===== config.mk =====
export PLATFORM = sky130hd
export DESIGN_NAME = rbds_avg_flat
export DESIGN_NICKNAME = d
export VERILOG_FILES = /design/src/rtl/rbds_pkg.sv /design/src/rtl/rbds_if.sv /design/src/rtl/rbds_avg.sv /design/src/flat_wrapper.sv
export SDC_FILE = /design/constraint.sdc
export NUM_CORES = 1
export LEC_CHECK = 0
export ABC_CLOCK_PERIOD_IN_PS = 10400
export BUFFER_PORTS_ARGS = -buffer_cell sky130_fd_sc_hd__buf_4
export CAP_MARGIN = 20
export CELL_PAD_IN_SITES_DETAIL_PLACEMENT = 1
export CELL_PAD_IN_SITES_GLOBAL_PLACEMENT = 1
export CORE_ASPECT_RATIO = 0.8
export CORE_MARGIN = 1
export CORE_UTILIZATION = 47
export CTS_CLUSTER_DIAMETER = 30
export DETAILED_ROUTE_END_ITERATION = 8
export GPL_TIMING_DRIVEN = 0
export PLACE_DENSITY = 0.81
export SETUP_SLACK_MARGIN = 0.3
export SYNTH_ARGS = -nofsm -noshare
export SYNTH_HDL_FRONTEND = slang
export SYNTH_SLANG_ARGS = --single-unit

===== constraint.sdc =====
create_clock -name clk -period 10.4 [get_ports clk]
set_clock_uncertainty 0.05 [all_clocks]
set_input_delay 1.04 -clock clk [delete_from_list [all_inputs] [get_ports clk]]
set_output_delay 1.04 -clock clk [all_outputs]
set_load 0.005 [all_outputs]

===== src/rtl/rbds_pkg.sv =====
`timescale 1ns / 1ps
// rbds_pkg: shared constants, types and reciprocal tables for the rgb565 box downsampler
// no dependencies; used by every other file of the block
package rbds_pkg;

  localparam int MAX_WIDTH    = 512;
  localparam int MAX_SHRINK   = 8;
  localparam int HEIGHT_LIMIT = 512;

  localparam int PIX_W  = 16;
  localparam int CH_W   = 8;
  localparam int COL_W  = $clog2(MAX_WIDTH);
  localparam int ROW_W  = $clog2(HEIGHT_LIMIT);
  localparam int DIM_W  = 10;
  localparam int SHR_W  = 4;
  localparam int SUB_W  = $clog2(MAX_SHRINK);
  // largest block sum: MAX_SHRINK^2 pixels of 255
  localparam int SUM_W  = $clog2(MAX_SHRINK * MAX_SHRINK * 255 + 1);

  // reciprocal scaling for the two constant-table divisions
  localparam int DIM_SHIFT   = 13;
  localparam int DIM_RCP_W   = DIM_SHIFT + 1;
  localparam int AREA_SHIFT  = 20;
  localparam int AREA_RCP_W  = AREA_SHIFT + 1;
  localparam int AREA_PROD_W = SUM_W + AREA_RCP_W;
  localparam int DIM_PROD_W  = DIM_W + DIM_RCP_W;

  localparam int CFG_IDX_W  = 2;
  localparam int CFG_DATA_W = DIM_W;
  typedef logic [CFG_IDX_W-1:0] cfg_idx_t;
  localparam cfg_idx_t CFG_SHRINK = 2'd0;
  localparam cfg_idx_t CFG_WIDTH  = 2'd1;
  localparam cfg_idx_t CFG_HEIGHT = 2'd2;

  localparam logic [SHR_W-1:0] SHRINK_RESET = 4'd1;
  localparam logic [DIM_W-1:0] WIDTH_RESET  = 10'd480;
  localparam logic [DIM_W-1:0] HEIGHT_RESET = 10'd272;

  typedef struct packed {
    logic [SUM_W-1:0] low;
    logic [SUM_W-1:0] mid;
    logic [SUM_W-1:0] high;
  } chan_sum_t;

  typedef struct packed {
    logic             active;
    logic             fresh;
    logic             last;
    logic             row_end;
    logic             image_end;
    logic [COL_W-1:0] addr;
    logic [SHR_W-1:0] shrink;
  } pix_info_t;

  typedef struct packed {
    chan_sum_t        sums;
    logic [SHR_W-1:0] shrink;
    logic             row_end;
    logic             image_end;
  } blk_sum_t;

  function automatic logic [SHR_W-1:0] clamp_shrink(input logic [SHR_W-1:0] v);
    if (v == '0) begin
      return SHR_W'(1);
    end else if (v > SHR_W'(MAX_SHRINK)) begin
      return SHR_W'(MAX_SHRINK);
    end
    return v;
  endfunction

  function automatic logic [DIM_W-1:0] clamp_dim(input logic [DIM_W-1:0] v,
                                                 input logic [DIM_W-1:0] hi);
    if (v == '0) begin
      return DIM_W'(1);
    end else if (v > hi) begin
      return hi;
    end
    return v;
  endfunction

  // ceil(2^DIM_SHIFT / s), exact quotient for dividends below 2^DIM_W
  function automatic logic [DIM_RCP_W-1:0] dim_recip(input logic [SHR_W-1:0] s);
    case (s)
      4'd1:    return DIM_RCP_W'(8192);
      4'd2:    return DIM_RCP_W'(4096);
      4'd3:    return DIM_RCP_W'(2731);
      4'd4:    return DIM_RCP_W'(2048);
      4'd5:    return DIM_RCP_W'(1639);
      4'd6:    return DIM_RCP_W'(1366);
      4'd7:    return DIM_RCP_W'(1171);
      default: return DIM_RCP_W'(1024);
    endcase
  endfunction

  // ceil(2^AREA_SHIFT / s^2), exact quotient for dividends below 2^SUM_W
  function automatic logic [AREA_RCP_W-1:0] area_recip(input logic [SHR_W-1:0] s);
    case (s)
      4'd1:    return AREA_RCP_W'(1048576);
      4'd2:    return AREA_RCP_W'(262144);
      4'd3:    return AREA_RCP_W'(116509);
      4'd4:    return AREA_RCP_W'(65536);
      4'd5:    return AREA_RCP_W'(41944);
      4'd6:    return AREA_RCP_W'(29128);
      4'd7:    return AREA_RCP_W'(21400);
      default: return AREA_RCP_W'(16384);
    endcase
  endfunction

endpackage


===== src/rtl/rbds_if.sv =====


interface rbds_res_if;
  logic                       valid;
  logic                       ready;
  logic [rbds_pkg::CH_W-1:0]  chan_low;
  logic [rbds_pkg::CH_W-1:0]  chan_mid;
  logic [rbds_pkg::CH_W-1:0]  chan_high;
  logic                       row_end;
  logic                       image_end;

  modport source (output valid, output chan_low, output chan_mid, output chan_high,
                  output row_end, output image_end, input ready);
  modport sink   (input valid, input chan_low, input chan_mid, input chan_high,
                  input row_end, input image_end, output ready);
endinterface


===== src/rtl/rbds_avg.sv =====
`timescale 1ns / 1ps
// rbds_avg: block sum divided by shrink squared (reciprocal multiply), saturation, output register
// depends on rbds_pkg and rbds_res_if
module rbds_avg (
  input  logic               clk,
  input  logic               rst_n,
  input  logic               blk_valid,
  input  rbds_pkg::blk_sum_t blk,
  output logic               pipe_en,
  rbds_res_if.source         res
);

  localparam int PW = rbds_pkg::AREA_PROD_W;
  localparam int SH = rbds_pkg::AREA_SHIFT;
  localparam int CW = rbds_pkg::CH_W;

  logic [rbds_pkg::AREA_RCP_W-1:0] rcp;
  logic [PW-1:0] prod_low_r, prod_mid_r, prod_high_r;
  logic          s3_valid_r, s3_row_end_r, s3_image_end_r;

  logic          out_valid_r;
  logic [CW-1:0] low_r, mid_r, high_r;
  logic          row_end_r, image_end_r;

  function automatic logic [CW-1:0] sat8(input logic [PW-1:0] p);
    if (p[PW-1:SH+CW] != '0) begin
      return '1;
    end
    return p[SH +: CW];
  endfunction

  assign pipe_en = !out_valid_r || res.ready;
  assign rcp     = rbds_pkg::area_recip(blk.shrink);

  always_ff @(posedge clk) begin
    if (!rst_n) begin
      s3_valid_r  <= 1'b0;
      out_valid_r <= 1'b0;
    end else if (pipe_en) begin
      s3_valid_r  <= blk_valid;
      out_valid_r <= s3_valid_r;
    end
  end

  always_ff @(posedge clk) begin
    if (pipe_en) begin
      prod_low_r     <= PW'(blk.sums.low)  * PW'(rcp);
      prod_mid_r     <= PW'(blk.sums.mid)  * PW'(rcp);
      prod_high_r    <= PW'(blk.sums.high) * PW'(rcp);
      s3_row_end_r   <= blk.row_end;
      s3_image_end_r <= blk.image_end;
      low_r          <= sat8(prod_low_r);
      mid_r          <= sat8(prod_mid_r);
      high_r         <= sat8(prod_high_r);
      row_end_r      <= s3_row_end_r;
      image_end_r    <= s3_image_end_r;
    end
  end

  assign res.valid     = out_valid_r;
  assign res.chan_low  = low_r;
  assign res.chan_mid  = mid_r;
  assign res.chan_high = high_r;
  assign res.row_end   = row_end_r;
  assign res.image_end = image_end_r;

endmodule


===== src/flat_wrapper.sv =====
// flat-port wrapper written by rule: the top's interface ports become plain ports
module rbds_avg_flat 
  (clk, rst_n, blk_valid, blk, pipe_en, res_valid, res_chan_low, res_chan_mid, res_chan_high, res_row_end, res_image_end, res_ready);
  rbds_res_if res_i ();
  input  logic clk;
  input  logic rst_n;
  input  logic blk_valid;
  input  rbds_pkg::blk_sum_t blk;
  output logic pipe_en;
  output wire logic [$bits(res_i.valid)-1:0] res_valid;
  output wire logic [$bits(res_i.chan_low)-1:0] res_chan_low;
  output wire logic [$bits(res_i.chan_mid)-1:0] res_chan_mid;
  output wire logic [$bits(res_i.chan_high)-1:0] res_chan_high;
  output wire logic [$bits(res_i.row_end)-1:0] res_row_end;
  output wire logic [$bits(res_i.image_end)-1:0] res_image_end;
  input wire logic [$bits(res_i.ready)-1:0] res_ready;
  assign res_valid = res_i.valid;
  assign res_chan_low = res_i.chan_low;
  assign res_chan_mid = res_i.chan_mid;
  assign res_chan_high = res_i.chan_high;
  assign res_row_end = res_i.row_end;
  assign res_image_end = res_i.image_end;
  assign res_i.ready = res_ready;
  rbds_avg u_core (.clk(clk), .rst_n(rst_n), .blk_valid(blk_valid), .blk(blk), .pipe_en(pipe_en), .res(res_i));
endmodule

==> results.ini <==
[outcome]
status=complete, no violations

[synthesis]
synth-seq-area-share=0.0920
netlist-cell-type-count=62
synthTopCellsByArea=fa_1 (39%), ha_1 (21%), inv_1 (11%)
syn-num-nets=3483
synth_seq_cells=75
netlist_area_mm2=0.0243
synth_top_area_share=0.386
yosys_most_used_dff=edfxtp_1
synth-edff-count=73
synth_top_area_cell=fa_1
async_flop_share=0
avgSynthCellArea_um2=9.52
ys_warn_count=0
synthCells=2549

[die]
start_util=0.476
rows=74
dieArea_mm2=0.0526
die_width_um=256
io-pin-count=80
die_h_um=205
coreArea_mm2=0.0510

[pwr]
ir_worst_vdd_uv=92.5
combPwrFrac=0.668
powerDensity_mw_per_mm2=96.6
pwr-share-seq=0.195
power_mw=2.50
p_leak_nw=14.8
p_clk_frac=0.138
switchingPower_mw=1.15
netSwitchingFraction=0.458
p_int_mw=1.36

[detailed_routing]
ant_nets=0
routed.top_layer=met5
routed-wl-met3_mm=4.67
dr.pass1.iters=5
wl_per_cell_um=22.8
drt-met1-wl_mm=33.1
vias=17753
drt_iter0_drc=1181
drt_wl_total_mm=75.4
met2_length_mm=35.9
routed_via_density=5.36
drc=0

[clock_tree]
clk_pin_slew_ns=0.07
htree_levels=3
cts.sinks=75
worstSkewPairLatency_ns=0.40
cts_tree=yes
root_buffer=clkbuf_16
cts.path.max_buffers=2
cts_made_buffers=9

[timing]
fmax_mhz=103
tightestPinTransition_ns=1.22
setup_violations=0
rsz0062_at_grt=false
worst_slack_ns=0.653
fin_setup_tns_ns=0
relSlewSlack=0.186
period_share=0.937
min_period_ns=9.75
finalHoldViolations=0
finalMaxSlewViolations=0

[layout]
utilization=0.508
stdcell_area_mm2=0.0259
final_nets=3554
drive_gt1_frac=0.0469
areaGrowthSynthToFinish_pct=6.71

[critical_path]
path_max_fanout=10
critPathArrivalTime_ns=9.83
critPathKind=primary input to flip-flop
path_buf_inv=8
max_stage_delay_ns=0.66
critPathTopFamily=adder cells
cp.required_ns=10.48
cpMostUsedCell=fa_1
crit_path_top_delay_cell=clkbuf_1
end_kind=flip-flop
crit_path_start_kind=primary input

[grt]
grt_antenna_before_repair=5
grt_max_degree=52
grt_pass1_wl_mm=117
grt_overflow=0
grt_pass1_vias=20181
grt_usage=0.299

[placed_design]
gp_congestion=1.01
port_buffers=57
pre_cts_slack_ns=0.146
dpl_cell_area_mm2=0.0256
hpwl_mm=64.3

[worst_hold_path]
hold_path.class=flip-flop to flip-flop

[flow_run]
maxCapViolCount=0

==> cell usage after synthesis, types with 13 or more instances <==
| master | n |
|---|---|
| a21oi_1 | 39 |
| nand2_1 | 212 |
| inv_1 | 717 |
| edfxtp_1 | 73 |
| nor3_1 | 13 |
| or2_2 | 25 |
| nand3_1 | 29 |
| ha_1 | 414 |
| a21o_1 | 22 |
| xor2_1 | 15 |
| clkbuf_1 | 72 |
| fa_1 | 468 |
| xnor2_1 | 30 |
| and2_1 | 183 |
| and3_1 | 33 |
| nor2_1 | 53 |
| o21ai_0 | 38 |
==> cells by family (layout without fill, tap and decap cells) <==
group | Yosys count | count (layout) | share of synthesized area
other | 0 | 1 | 0
AND/OR/NAND/NOR | 586 | 586 | 0.123
multiplexers | 1 | 1 | 0.000412
adder cells (fa/ha/maj) | 882 | 882 | 0.599
flip-flops | 75 | 75 | 0.0920
XOR/XNOR | 45 | 45 | 0.0162
AO/OA/AOI/OAI | 157 | 157 | 0.0433
buffers and inverters | 803 | 879 | 0.126
==> power by group through the flow <==
stage          clock network [mW]  logic, mW  registers (mW)
4_1_cts                     0.354       1.68           0.489
3_5_place_dp                    0       1.66           0.495
6_report                    0.344       1.67           0.487
5_1_grt                     0.360       1.89           0.498
3_3_place_gp                    0       1.56           0.491
2_1_floorplan                   0       1.12           0.492
==> placed cells by master (no fill, tap or decap), drive strengths merged, types with 3 or more instances in the layout <==
master / instances
a21o: 22
fa: 468
and2: 184
clkinvlp: 3
o21a: 7
or2: 25
buf: 66
o21ai: 42
xor2: 15
nor2: 53
a31oi: 8
ha: 414
and4: 5
xnor2: 30
or3: 6
inv: 717
nand3: 29
nand2b: 3
a21oi: 39
edfxtp: 73
nor2b: 7
a211oi: 5
nand4: 3
nor3: 13
o21bai: 6
nand2: 212
o211ai: 9
and3: 33
clkbuf: 90
nor4: 3
nor4b: 3
==> metal layers <==
layer  up-vias  global-route usage
met1      9267               0.406
li1       7863                   -
met2       528               0.499
met3        91              0.0459
met4         4              0.0778
met5         -                   0
==> layout make-up <==
class | count | area [µm²]
flip-flops and latches | 75 | 2230
multi-input cells | 1671 | 19000
clock inverters | 6 | 66.3
fillers | 5813 | 25100
clock buffers | 10 | 229
diodes | 1 | 2.50
well taps | 684 | 856
plain buffers | 86 | 360
repair buffers | 60 | 465
inverters | 717 | 2690
==> worst register-to-register path, stage by stage, from the launching register on <==
cell,delay [ns]
edfxtp_1,0.37
nor4_1,0.42
nand2_1,0.30
or2_2,0.35
==> path summary, 6_finish.rpt <==
path | from | to | depth (start not counted) | slack (ns)
setup / recovery | blk[3] | u_core.prod_low_r[34]$_DFFE_PP_ | 26 | 0.65
hold reg to reg | u_core.s3_row_end_r$_DFFE_PP_ | u_core.res.row_end$_DFFE_PP_ | 0 | 0.37
hold / removal | u_core.s3_row_end_r$_DFFE_PP_ | u_core.res.row_end$_DFFE_PP_ | 0 | 0.37
setup reg to reg | u_core.prod_high_r[30]$_DFFE_PP_ | u_core.res.chan_high[6]$_SDFFCE_PP1P_ | 3 | 8.66
==> per-stage QoR <==
stage,hold WS (ns),cells
4_1_cts,0.376,3308
6_report,0.373,3310
2_1_floorplan,0.350,2549
5_1_grt,0.395,3309
3_5_place_dp,0.358,3292
3_3_place_gp,0.353,3290
==> sequential cells by signal, summed over array words and instances, names as in the netlist, 8 cells and up <==
name and count:
u_core.prod_high_r 15, u_core.prod_low_r 15, u_core.prod_mid_r 15, u_core.res.chan_high 8, u_core.res.chan_low 8, u_core.res.chan_mid 8
==> what timing repair did <==
item	CTS	global route
setup buffers	0	0
hold endpoints to repair	0	0
hold buffers	0	0
resized for setup	0	5
endpoints found under the setup margin	0	1
No activity file was read; power rests on OpenSTA's default activity.
