`src/rtl/rbds_pkg.sv`:
```
`timescale 1ns / 1ps
// rbds_pkg: shared constants, types and reciprocal tables for the rgb565 box downsampler
// no dependencies; used by every other file of the block
package rbds_pkg;

  localparam int MAX_WIDTH    = 512;
  localparam int MAX_SHRINK   = 8;
  localparam int HEIGHT_LIMIT = 512;

  localparam int PIX_W  = 16;
  localparam int CH_W   = 8;
  localparam int COL_W  = $clog2(MAX_WIDTH);
  localparam int ROW_W  = $clog2(HEIGHT_LIMIT);
  localparam int DIM_W  = 10;
  localparam int SHR_W  = 4;
  localparam int SUB_W  = $clog2(MAX_SHRINK);
  // largest block sum: MAX_SHRINK^2 pixels of 255
  localparam int SUM_W  = $clog2(MAX_SHRINK * MAX_SHRINK * 255 + 1);

  // reciprocal scaling for the two constant-table divisions
  localparam int DIM_SHIFT   = 13;
  localparam int DIM_RCP_W   = DIM_SHIFT + 1;
  localparam int AREA_SHIFT  = 20;
  localparam int AREA_RCP_W  = AREA_SHIFT + 1;
  localparam int AREA_PROD_W = SUM_W + AREA_RCP_W;
  localparam int DIM_PROD_W  = DIM_W + DIM_RCP_W;

  localparam int CFG_IDX_W  = 2;
  localparam int CFG_DATA_W = DIM_W;
  typedef logic [CFG_IDX_W-1:0] cfg_idx_t;
  localparam cfg_idx_t CFG_SHRINK = 2'd0;
  localparam cfg_idx_t CFG_WIDTH  = 2'd1;
  localparam cfg_idx_t CFG_HEIGHT = 2'd2;

  localparam logic [SHR_W-1:0] SHRINK_RESET = 4'd1;
  localparam logic [DIM_W-1:0] WIDTH_RESET  = 10'd480;
  localparam logic [DIM_W-1:0] HEIGHT_RESET = 10'd272;

  typedef struct packed {
    logic [SUM_W-1:0] low;
    logic [SUM_W-1:0] mid;
    logic [SUM_W-1:0] high;
  } chan_sum_t;

  typedef struct packed {
    logic             active;
    logic             fresh;
    logic             last;
    logic             row_end;
    logic             image_end;
    logic [COL_W-1:0] addr;
    logic [SHR_W-1:0] shrink;
  } pix_info_t;

  typedef struct packed {
    chan_sum_t        sums;
    logic [SHR_W-1:0] shrink;
    logic             row_end;
    logic             image_end;
  } blk_sum_t;

  function automatic logic [SHR_W-1:0] clamp_shrink(input logic [SHR_W-1:0] v);
    if (v == '0) begin
      return SHR_W'(1);
    end else if (v > SHR_W'(MAX_SHRINK)) begin
      return SHR_W'(MAX_SHRINK);
    end
    return v;
  endfunction

  function automatic logic [DIM_W-1:0] clamp_dim(input logic [DIM_W-1:0] v,
                                                 input logic [DIM_W-1:0] hi);
    if (v == '0) begin
      return DIM_W'(1);
    end else if (v > hi) begin
      return hi;
    end
    return v;
  endfunction

  // ceil(2^DIM_SHIFT / s), exact quotient for dividends below 2^DIM_W
  function automatic logic [DIM_RCP_W-1:0] dim_recip(input logic [SHR_W-1:0] s);
    case (s)
      4'd1:    return DIM_RCP_W'(8192);
      4'd2:    return DIM_RCP_W'(4096);
      4'd3:    return DIM_RCP_W'(2731);
      4'd4:    return DIM_RCP_W'(2048);
      4'd5:    return DIM_RCP_W'(1639);
      4'd6:    return DIM_RCP_W'(1366);
      4'd7:    return DIM_RCP_W'(1171);
      default: return DIM_RCP_W'(1024);
    endcase
  endfunction

  // ceil(2^AREA_SHIFT / s^2), exact quotient for dividends below 2^SUM_W
  function automatic logic [AREA_RCP_W-1:0] area_recip(input logic [SHR_W-1:0] s);
    case (s)
      4'd1:    return AREA_RCP_W'(1048576);
      4'd2:    return AREA_RCP_W'(262144);
      4'd3:    return AREA_RCP_W'(116509);
      4'd4:    return AREA_RCP_W'(65536);
      4'd5:    return AREA_RCP_W'(41944);
      4'd6:    return AREA_RCP_W'(29128);
      4'd7:    return AREA_RCP_W'(21400);
      default: return AREA_RCP_W'(16384);
    endcase
  endfunction

endpackage

```
`src/rtl/rbds_accum.sv`:
```
`timescale 1ns / 1ps
// rbds_accum: read-modify-write of the column sums with write-to-read forwarding
// depends on rbds_pkg; drives the write port of rbds_sum_mem
module rbds_accum (
  input  logic                       clk,
  input  logic                       rst_n,
  input  logic                       pipe_en,
  input  logic                       accept,
  input  rbds_pkg::pix_info_t        info,
  input  logic [rbds_pkg::PIX_W-1:0] pixel,
  input  rbds_pkg::chan_sum_t        rd_data,
  output logic                       wr_en,
  output logic [rbds_pkg::COL_W-1:0] wr_addr,
  output rbds_pkg::chan_sum_t        wr_data,
  output logic                       blk_valid,
  output rbds_pkg::blk_sum_t         blk
);

  localparam int SUM_W = rbds_pkg::SUM_W;

  logic                       s1_valid_r;
  rbds_pkg::pix_info_t        s1_info_r;
  logic [rbds_pkg::PIX_W-1:0] s1_pix_r;

  logic                       fwd_valid_r;
  logic [rbds_pkg::COL_W-1:0] fwd_addr_r;
  rbds_pkg::chan_sum_t        fwd_data_r;

  rbds_pkg::chan_sum_t base, sum;
  logic                blk_valid_r;
  rbds_pkg::blk_sum_t  blk_r;

  always_ff @(posedge clk) begin
    if (!rst_n) begin
      s1_valid_r <= 1'b0;
    end else if (pipe_en) begin
      s1_valid_r <= accept;
    end
  end

  always_ff @(posedge clk) begin
    if (accept) begin
      s1_info_r <= info;
      s1_pix_r  <= pixel;
    end
  end

  // the last write may not be visible yet in the read data
  always_comb begin
    if (s1_info_r.fresh) begin
      base = '0;
    end else if (fwd_valid_r && (fwd_addr_r == s1_info_r.addr)) begin
      base = fwd_data_r;
    end else begin
      base = rd_data;
    end
    sum.low  = base.low  + SUM_W'({s1_pix_r[4:0], 3'b000});
    sum.mid  = base.mid  + SUM_W'({s1_pix_r[10:5], 2'b00});
    sum.high = base.high + SUM_W'({s1_pix_r[15:11], 3'b000});
  end

  assign wr_en   = pipe_en && s1_valid_r && s1_info_r.active;
  assign wr_addr = s1_info_r.addr;
  assign wr_data = sum;

  always_ff @(posedge clk) begin
    if (!rst_n) begin
      fwd_valid_r <= 1'b0;
    end else if (wr_en) begin
      fwd_valid_r <= 1'b1;
    end
  end

  always_ff @(posedge clk) begin
    if (wr_en) begin
      fwd_addr_r <= s1_info_r.addr;
      fwd_data_r <= sum;
    end
  end

  // finished block goes on to the divider
  always_ff @(posedge clk) begin
    if (!rst_n) begin
      blk_valid_r <= 1'b0;
    end else if (pipe_en) begin
      blk_valid_r <= s1_valid_r && s1_info_r.active && s1_info_r.last;
    end
  end

  always_ff @(posedge clk) begin
    if (pipe_en) begin
      blk_r.sums      <= sum;
      blk_r.shrink    <= s1_info_r.shrink;
      blk_r.row_end   <= s1_info_r.row_end;
      blk_r.image_end <= s1_info_r.image_end;
    end
  end

  assign blk_valid = blk_valid_r;
  assign blk       = blk_r;

endmodule

```
`config.mk`:
```
export PLATFORM = sky130hd
export DESIGN_NAME = rbds_accum
export DESIGN_NICKNAME = d
export VERILOG_FILES = /design/src/rtl/rbds_pkg.sv /design/src/rtl/rbds_accum.sv
export SDC_FILE = /design/constraint.sdc
export NUM_CORES = 1
export LEC_CHECK = 0
export ABC_AREA = 1
export ABC_CLOCK_PERIOD_IN_PS = 4400
export BUFFER_PORTS_ARGS = -buffer_cell sky130_fd_sc_hd__buf_4
export CAP_MARGIN = 20
export CORE_MARGIN = 2
export CORE_UTILIZATION = 54
export CTS_BUF_LIST = sky130_fd_sc_hd__clkbuf_4
export CTS_CLUSTER_SIZE = 14
export DETAILED_ROUTE_END_ITERATION = 16
export PLACE_DENSITY = 0.83
export SLEW_MARGIN = 30
export SYNTH_ARGS = -nofsm -noshare
export SYNTH_HDL_FRONTEND = slang
export SYNTH_SLANG_ARGS = --single-unit
```
`constraint.sdc`:
```
create_clock -name clk -period 4.4 [get_ports clk]
set_input_delay 0.44 -clock clk [delete_from_list [all_inputs] [get_ports clk]]
set_output_delay 0.44 -clock clk [all_outputs]
set_load 0.1 [all_outputs]
```
==> results.md, run 1 <==
- Status: finished clean
- Most frequent cells in the layout: 184 x buf_4, 133 x edfxtp_1, 88 x nand2_1
- Non-Filler Instances: 887
- Post-synthesis area per instance: between 10 and 15 sq um
- Met2 Usage GRT: 38.3%
- Post-DP HPWL: ~11,000 microns
- Met3 Usage GRT: roughly 7.1%
- First-pass GRT wire length: 22,300 microns
- Sw Pwr: 1.52 mW
- CP Launch Point: wr_addr[4]
- Total track usage: a little under a quarter
- Clk root buf: clkbuf_4
- Slew Viols, Final: 0
- Num CTS Buffers: 17
- Synthesis-stage register bit count: 136
- Reg2reg start: wr_addr[4]
- Placed Instances: 846
- Area of the mapped netlist: 6210 sq um
- Period utilization: 94.7%
- Area grow syn2layout: 32.3%
- Yosys warning count: 0
- Critical path arrival: 3.73 ns
- # H-tree levels: 4
- DRC viols: 0
- Layout Nets: 830
- Clock Skews: approximately 0.016 ns
- I/O Pins: 181
- Min cycle time layout: 4.17 ns
- Cell-internal power: 2.14 mW
- Share of cells above drive strength 1: 36.4%
- Worst Tran Pin Value: 0.706 ns
- GPL Wtd Cong: ~0.89
- Fmax: 240 MHz
- Worst hold-check path type: in -> reg
- Crit Path Max Fanout: 14
- Top post-synthesis cells by area: edfxtp_1 64%, nand2_1 5.4%, nor2_1 4.8%
- Die height: 111 microns
- WL/cell: 16.4 microns
- CTS tree: done
- Clk slew on worst S/H paths: 0.13 ns
- Worst Path Required: just under 4 ns
- Setup CP Type: reg -> out
- Ant. Diodes: 0
- Largest net degree at the start of global routing: 51
- Synth cell types: 37
- Clk_lat worst skew: 0.53 ns
- Slew margin rel.: between 50 and 60%
- Final core area utilization: 72.5%
- Worst hold start: pixel[13]
- RSZ-0062 raised after global routing: yes
- Lkg Pwr: approximately 3.7 nW
- 1st-iter DRT viols: 270
- Largest area contributor in the netlist: edfxtp_1
- Effective utilization at floorplan: 54.9%
- Core area: 11,300 sq um
- DR vias: 4,629
- Clk pwr share: a little under a quarter
- Most common cell after layout, fill and taps aside: buf_4
- Die width: 111 microns
- Number of global-route vias before repair: 4,566
- Top Usage Layer GRT: met2
- Final setup fails: 0
- Pwr/cell area: around 450 nW/um^2
- DRT Pass-1 Iters: 5
- Site Rows: 39
- Clk buf depth: 2
- Grt met1 use: 29.1%
- Cells after synthesis: 537
- Via density: 5.22
- DRT antenna net count: 0
- Crit path capture type: output pin
- Clk sinks: approximately 140
- Antenna violations before repair: 0
- Switch share: between 40% and 50%
- Total power draw: 3.66 mW
- Syn Nets: 636
- Port Buffers: between 150 and 200
- Setup_tns: 0 ns
- Flop pwr share: 42.7%
- Max-cap violations: 0
- Comb pwr share: 34.4%
- Die ar.: roughly 12,000 sq um
- Worst hold slack: roughly 0.076 ns
- Gr ovfl total: 0
- Area fraction of the dominant cell type after synthesis: 64.3%
- Worst VDD drop: 0.000425 V
- Sequential-to-total area share from yosys stat: around two thirds
- Final wirelength: ~15,000 microns
- Crit path launch type: flop
- Final Hold Viols: 0
[cell type report]
cell class	instances	area [sq um]
Fill cell	789	3110
Multi-Input combinational cell	315	1890
Tap cell	143	179
Clock buffer	17	128
Clock inverter	15	166
Inverter	65	244
Sequential cell	136	4050
Timing Repair Buffer	196	1550
[final timing paths]
kind	end	cells past startpoint	slack [ns]
max reg2reg	fwd_data_r[11]	17	1.23
min reg2reg	blk[4]	0	0.44
max	wr_data[11]	18	0.23
min	s1_pix_r[13]	1	0.08
[power by group through the flow]
stage	combinational (mW)	clock [mW]	sequential, mW
floorplan	0.651	0	1.89
global placement	1.22	0	1.59
detailed placement	1.23	0	1.60
CTS	1.24	0.859	1.57
global route	1.30	0.915	1.57
finish	1.26	0.839	1.56
[logic make-up (layout without fill, tap and decap cells)]
family | after synthesis | count (layout) | synth area share (%)
xor+xnor | 21 | 21 | 2.96
compound gates | 48 | 48 | 4.39
simple gates | 227 | 227 | 17.0
fa+ha+maj | 19 | 19 | 4.19
flops | 136 | 136 | 65.3
buf+inv | 86 | 293 | 6.15
[repair_timing]
action / in CTS / in global routing
setup endpoints to repair: 8 / 13
pin swaps: 0 / 7
hold buffers: 0 / 0
gates resized for setup: 8 / 28
setup buffers: 0 / 9
[flip-flops by register name, summed over array words and instances (netlist names)]
register and count:
fwd_addr_r 9, s1_valid_r 1, wr_addr 9, s1_info_r 9
blk_valid 1, blk 48, s1_pix_r 16, fwd_data_r 42
fwd_valid_r 1
[routing by layer]
| metal | share of wire [%] | wire, microns |
|---|---|---|
| met4 | 2.0 | 291 |
| met5 | 0 | 0 |
| met1 | 40 | 5800 |
| met3 | 8.7 | 1270 |
| met2 | 49 | 7170 |
[per-stage QoR]
stage / cell area (sq um) / worst slack (ns)
after floorplan: 6280 / 0.0313
after CTS: 8050 / 0.0403
after detailed placement: 7730 / 0.406
after global routing: 8210 / -0.0426
after global placement: 7730 / 0.608
final: 8210 / 0.233
[synth_stat cells, drive strengths merged]
library cell	count
a211oi	1
a21boi	1
a21o	4
a21oi	9
a31o	1
a31oi	1
buf	16
clkbuf	5
dfxtp	3
edfxtp	133
fa	3
ha	16
inv	65
nand2	94
nand3	29
nand3b	2
nand4	10
nor2	87
nor3	4
o211ai	1
o21a	1
o21ai	28
o21bai	1
or2	1
xnor2	3
xor2	18
[critical path, cell delays in order (launching register included)]
cell      delay (ns)
edfxtp_1        0.45
nand2_1         0.11
nand2_1         0.06
nor2_1          0.11
nand2_1         0.09
nor2_4          0.20
nand2_4         0.14
o21ai_0         0.22
nor2_1          0.08
ha_2            0.20
fa_1            0.40
nand3_1         0.10
nand2_1         0.09
a21o_1          0.20
nand4_2         0.15
nor2_4          0.06
nand2_1         0.10
xor2_2          0.23
buf_12          0.21
No activity file was read; power rests on OpenSTA's default activity.
==> inputs of run 2 (changes only) <==
--- a/config.mk
+++ b/config.mk
@@ -6,7 +6,7 @@
 export NUM_CORES = 1
 export LEC_CHECK = 0
 export ABC_AREA = 1
-export ABC_CLOCK_PERIOD_IN_PS = 4400
+export ABC_CLOCK_PERIOD_IN_PS = 4600
 export BUFFER_PORTS_ARGS = -buffer_cell sky130_fd_sc_hd__buf_4
 export CAP_MARGIN = 20
 export CORE_MARGIN = 2
==> constraint.sdc (replaced) <==
create_clock -name clk -period 4.6 [get_ports clk]
set_input_delay 0.46 -clock clk [delete_from_list [all_inputs] [get_ports clk]]
set_output_delay 0.46 -clock clk [all_outputs]
set_load 0.1 [all_outputs]
==> run 2 against run 1 <==
Wire length fell by 0.13%. Flip-flop and latch count did not move. Count of clock-buffer cells in the layout did not move. Cell count fell by 0.90%. Worst setup slack improved by 0.064 ns. Via count fell by 2.0%. Clock power fell by 4.2%. Critical path type unchanged. Largest cell class unchanged. Largest power group unchanged.
==> results.md, run 2 (synthesized netlist as in run 1, its figures left out) <==
- Crit path launch type: flop
- Cell-internal power: 2.04 mW
- Final wirelength: about 15,000 microns
- Die height: 111 microns
- Switch share: between 40% and 50%
- Effective utilization at floorplan: 54.9%
- Clk slew on worst S/H paths: 0.13 ns
- Number of global-route vias before repair: 4,558
- Worst Tran Pin Value: 0.669 ns
- Port Buffers: 180
- Pwr/cell area: 432 nW/um^2
- Die width: between 100 and 150 microns
- Total track usage: around a quarter
- Gr ovfl total: 0
- Fin area: 8070 sq um
- I/O Pins: 181
- Largest register FFs: 48
- Setup CP Type: reg -> out
- Worst hold-check path type: in -> reg
- Layout Nets: between 800 and 900
- Worst VDD drop: 0.000349 V
- DRT antenna net count: 0
- Clk pwr share: 23.0%
- CP Cell Sequence: nand2_1 > nand2_1 > nor2_1 > nand3b_1 > nor2_4 > buf_4 > buf_6 > nor2_1 > nor2_2 > ha_1 > nand2_1 > nor3_1 > nand2_1 > nand3_1 > a21oi_1 > nor2_4 > nand2_1 > nor2_1 > nand2_1 > nand2_1 > buf_8
- First-pass GRT wire length: 22,600 microns
- WP buf/inv: 3
- CP Launch Point: wr_addr[5]
- Lkg Pwr: around 3.6 nW
- Share of cells above drive strength 1: 34.9%
- CTS tree: done
- Critical path arrival: 3.84 ns
- Clk_lat worst skew: around 0.55 ns
- Status: finished clean
- Clk root buf: clkbuf_4
- Worst hold start: info[1]
- Crit path max-delay family: simple AND/OR/NAND/NOR gates
- GPL Wtd Cong: about 0.83
- Worst path slowest cell: edfxtp_1
- DR vias: 4,537
- Worst path max stage delay: 0.45 ns
- Flop pwr share: 42.9%
- Max-cap violations: 0
- Crit path capture type: output pin
- Min cycle time layout: 4.30 ns
- Slew Viols, Final: 0
- Via density: 5.16
- 1st-iter DRT viols: 316
- Clock Skews: 0.0216 ns
- Crit Path Max Fanout: 14
- Antenna violations before repair: 0
- Sw Pwr: 1.45 mW
- Fmax: 232 MHz
- Area grow syn2layout: 30.0%
- # H-tree levels: 4
- WL/cell: 16.5 microns
- Slew margin rel.: 55.4%
- Post-DP HPWL: about 10,000 microns
- Most common cell after layout, fill and taps aside: buf_4
- Largest net degree at the start of global routing: slightly above 50
- Clk sinks: 136
- Worst Path Required: 4.14 ns
- Clk buf depth: 2
- Ant. Diodes: 0
- Final Hold Viols: 0
- Die ar.: roughly 12,000 sq um
- Reg2reg start: wr_addr[5]
- DRC viols: 0
- DP Area: 7680 sq um
- Hold buffers post-CTS: 0
- Num CTS Buffers: 17
- Site Rows: 39
- DRT Pass-1 Iters: 5
- Total power draw: 3.49 mW
- Comb pwr share: 34.0%
- Final setup fails: 0
- Most frequent cells in the layout: 178 x buf_4, 133 x edfxtp_1, 89 x nand2_1
- Most common cell on crit path: nand2_1
- Core area: 11,300 sq um
- Period utilization: a little over 90%
[run 2: cell count changes in the layout (fill, tap and decap cells not counted), sizes merged]
cell      delta
clkinv       +2
clkinvlp     -3
buf          -8
inv          +1
[run 2: stage by stage]
step	setup TNS (ns)	util, %	std cells	hold slack, ns	setup slack [ns]
after floorplan	0	-	537	0.400	0.0197
after CTS	0	70.7	879	0.0306	0.00875
after global routing	-0.0455	71.3	879	0.0172	-0.0455
final	0	71.3	879	0.0758	0.298
after detailed placement	0	67.9	845	0.405	0.379
after global placement	0	67.9	845	0.401	0.560
[run 2: routing by layer]
| metal | GRT usage (%) | routed length (microns) | vias up |
|---|---|---|---|
| li1 | - | - | 2176 |
| met1 | 29.2 | 5790 | 2124 |
| met2 | 38.6 | 7200 | 208 |
| met3 | 8.91 | 1230 | 29 |
| met4 | 9.14 | 296 | 0 |
| met5 | 0 | 0 | - |
[run 2: power by group through the flow]
stage	logic [mW]	clock network [mW]	registers [mW]
3_5_place_dp	1.17	0	1.53
5_1_grt	1.23	0.877	1.51
6_report	1.19	0.804	1.50
4_1_cts	1.18	0.823	1.50
2_1_floorplan	0.620	0	1.81
3_3_place_gp	1.16	0	1.52
[run 2: path summary, 6_finish.rpt]
kind | to | slack, ns | cells past startpoint
setup / recovery | wr_data[25] | 0.30 | 21
hold / removal | s1_info_r[1] | 0.08 | 1
setup reg to reg | fwd_data_r[25] | 1.33 | 20
hold reg to reg | blk[5] | 0.43 | 0
[run 2: timing repair]
item / CTS / global route
endpoints found under the setup margin: 6 / 16
setup buffers: 2 / 0
pin swaps: 1 / 2
gates resized for setup: 2 / 21
[run 2: area by class of cell]
class / instances / area [sq um]
sequential: 136 / 4050
fill: 813 / 3250
multi-input combinational: 315 / 1850
timing repair buffer: 188 / 1460
inverter: 65 / 244
tap: 143 / 179
clock inverter: 15 / 164
clock buffer: 17 / 128
==> inputs of run 3 (changes only) <==
--- a/config.mk
+++ b/config.mk
@@ -5,16 +5,16 @@
 export SDC_FILE = /design/constraint.sdc
 export NUM_CORES = 1
 export LEC_CHECK = 0
-export ABC_AREA = 1
+export ABC_AREA = 0
 export ABC_CLOCK_PERIOD_IN_PS = 4600
 export BUFFER_PORTS_ARGS = -buffer_cell sky130_fd_sc_hd__buf_4
 export CAP_MARGIN = 20
 export CORE_MARGIN = 2
-export CORE_UTILIZATION = 54
+export CORE_UTILIZATION = 53
 export CTS_BUF_LIST = sky130_fd_sc_hd__clkbuf_4
 export CTS_CLUSTER_SIZE = 14
 export DETAILED_ROUTE_END_ITERATION = 16
-export PLACE_DENSITY = 0.83
+export PLACE_DENSITY = 0.82
 export SLEW_MARGIN = 30
 export SYNTH_ARGS = -nofsm -noshare
 export SYNTH_HDL_FRONTEND = slang
==> run 3 against run 2 <==
Highest routed layer unchanged. Synthesized area fell by 2.6%. Fmax shrank 5.2%. Register-to-register slack worse by 0.31 ns. Design area increased by 5.5%. Critical path type unchanged.
==> results.md, run 3 <==
- Post-synth EDFFs: between 100 and 150
- Largest register FFs: 48
- Final setup fails: 0
- Critical path arrival: a little over 4 ns
- Synth top cells by count: 133 x edfxtp_1, 72 x nand2_1, 41 x a21oi_1
- Most frequent cells in the layout: 204 x buf_4, 133 x edfxtp_1, 71 x nand2_1
- 1st-iter DRT viols: 201
- Die width: 111 microns
- Crit path capture type: output pin
- Clk sinks: 136
- Fin area: 8520 sq um
- Worst Hold Depth: 1
- Lkg Pwr: about 3.5 nW
- WL/cell: 18.9 microns
- Synth Area in XOR/XNOR: under 10%
- Most common cell in the netlist: edfxtp_1
- Synthesis-stage register bit count: about 140
- Most common cell after layout, fill and taps aside: buf_4
- Period utilization: 98.6%
- GPL Wtd Cong: 0.841
- Post-DP HPWL: 9560 microns
- Final wirelength: 15,300 microns
- Total track usage: 24.4%
- Compound-cell area share of the yosys netlist: 7.26%
- Num CTS Buffers: 17
- Synth cell types: 40
- Syn Nets: 539
- Crit Path Max Fanout: 23
- Die ar.: 12,300 sq um
- Non-Filler Instances: 813
- Worst hold-check path type: in -> reg
- Share of cells above drive strength 1: a little under half
- DRC viols: 0
- Clock Skews: between 0.01 and 0.015 ns
- Via density: 5.41
- CTS tree: done
- Antenna violations before repair: 0
- Worst hold start: info[4]
- Worst Path Required: between 4 and 5 ns
- Cells after synthesis: 440
- Clk buf depth: 2
- Simple-Gate Fraction of Synth Area: 10.1%
- Multiplexer share of the synthesized area: 3.43%
- Area fraction of the dominant cell type after synthesis: about two thirds
- Post-synthesis area per instance: 13.7 sq um
- DR vias: 4,401
- Fmax: 220 MHz
- Setup CP Type: reg -> out
- Adder-cell share of the synthesized area: 4.30%
- Min cycle time layout: roughly 4.5 ns
- Worst hold slack: 0.0554 ns
- Effective utilization at floorplan: about 54%
- Status: finished clean
- R2R setup slack: 1.02 ns
- DRT antenna net count: 0
- Worst VDD drop: between 0.0003 and 0.0004 V
- I/O Pins: 181
- Reg2reg start: fwd_addr_r[1]
- Max-cap violations: 0
- Placed Instances: 746
- Ant. Diodes: 0
- Final Hold Viols: 0
- Area grow syn2layout: 40.9%
- Main combinational cell family by area after synthesis: simple AND/OR/NAND/NOR gates
- Site Rows: 39
- DRT Pass-1 Iters: 4
- Sequential-to-total area share from yosys stat: 67.0%
- Clk root buf: clkbuf_4
- Layout Nets: between 700 and 800
- Largest area contributor in the netlist: edfxtp_1
- Async SR Flop Fraction: 0%
- Clk slew on worst S/H paths: around 0.12 ns
- Die height: about 110 microns
- Hold endpoint: wr_addr[0]
- First-pass GRT wire length: 23,000 microns
- Reg2reg path depth: 14
- Pre-CTS setup slack: 0.205 ns
- # H-tree levels: 4
- Port Buffers: 180
- Slew margin rel.: 49.9%
- Number of global-route vias before repair: 4,525
- Core area: 11,300 sq um
- Worst flop-to-flop path endpoint: fwd_data_r[26]
- Final setup margin: 0.0628 ns
- Worst Tran Pin Value: 0.751 ns
- Clk_lat worst skew: 0.58 ns
- Pwr/cell area: 414 nW/um^2
- DP Area: 7610 sq um
- Area of the mapped netlist: 6050 sq um
- Largest net degree at the start of global routing: 54
- Slew Viols, Final: 0
- Commonest register cell after synthesis: edfxtp_1
- Yosys warning count: 0
- Top post-synthesis cells by area: edfxtp_1 66%, nand2_1 4.5%, a21oi_1 3.4%
- Crit path launch type: flop
- Final core area utilization: 75.6%
- RSZ-0062 raised after global routing: yes
- Gr ovfl total: 0
-- run 3: layout make-up --
| cell class | count | area (sq um) |
|---|---|---|
| fillers | 705 | 2750 |
| clock buffers | 18 | 135 |
| repair buffers | 220 | 1820 |
| multi-input cells | 274 | 2150 |
| inverters | 8 | 30.0 |
| well taps | 143 | 179 |
| clock inverters | 14 | 149 |
| flip-flops and latches | 136 | 4050 |
-- run 3: routing by layer --
layer / part of all wire [%] / global-route usage [%]
met1: 39 / 29.2
met2: 51 / 40.8
met3: 7.4 / 8.09
met4: 2.6 / 10.1
met5: 0 / 0
-- run 3: power by group --
| group | switching, mW | internal, mW |
|---|---|---|
| Clock | 0.462 | 0.332 |
| Sequential | 0.0316 | 1.46 |
| Combinational | 0.943 | 0.295 |
-- run 3: cell families after synthesis --
logic type / Yosys count
buffers and inverters: 30
AOI/OAI and AO/OA: 73
and+or+nand+nor: 128
DFF: 136
xor gates and xnor gates: 35
muxes: 19
adders and majority gates: 19
-- run 3: per-stage QoR --
stage | setup TNS, ns | power [mW]
floorplan | -1.54 | 2.42
global placement | 0 | 2.66
detailed placement | 0 | 2.68
CTS | 0 | 3.48
global route | -0.466 | 3.64
finish | 0 | 3.53
-- run 3: worst max path at each step --
stage | from | endpoint | slack, ns | depth (start not counted)
after CTS | wr_addr[2] | wr_data[26] | 0.002 | 15
after global placement | wr_addr[1] | wr_data[37] | 0.40 | 13
after floorplan | wr_addr[5] | wr_data[13] | -0.23 | 14
after detailed placement | wr_addr[1] | wr_data[41] | 0.21 | 13
after global routing | fwd_addr_r[1] | wr_data[26] | -0.12 | 14
final | fwd_addr_r[1] | wr_data[26] | 0.06 | 14
-- run 3: repair_timing --
item	in CTS	in global routing
gates resized for setup	36	40
buffers inserted	9	24
hold endpoints to repair	0	0
hold buffers	0	0
gates cloned	1	1
pin swaps	9	28
setup endpoints to repair	16	16
-- run 3: worst max-delay path, cell delays in order (launching register included) --
cell	delay, ns
edfxtp_1	0.46
xnor2_2	0.21
nand4_2	0.18
or3_4	0.48
buf_12	0.19
nand2_1	0.11
a21oi_1	0.10
ha_1	0.38
a211o_1	0.15
o211ai_1	0.13
a211oi_2	0.32
xor2_1	0.19
nor2_1	0.08
a211oi_4	0.27
buf_12	0.21
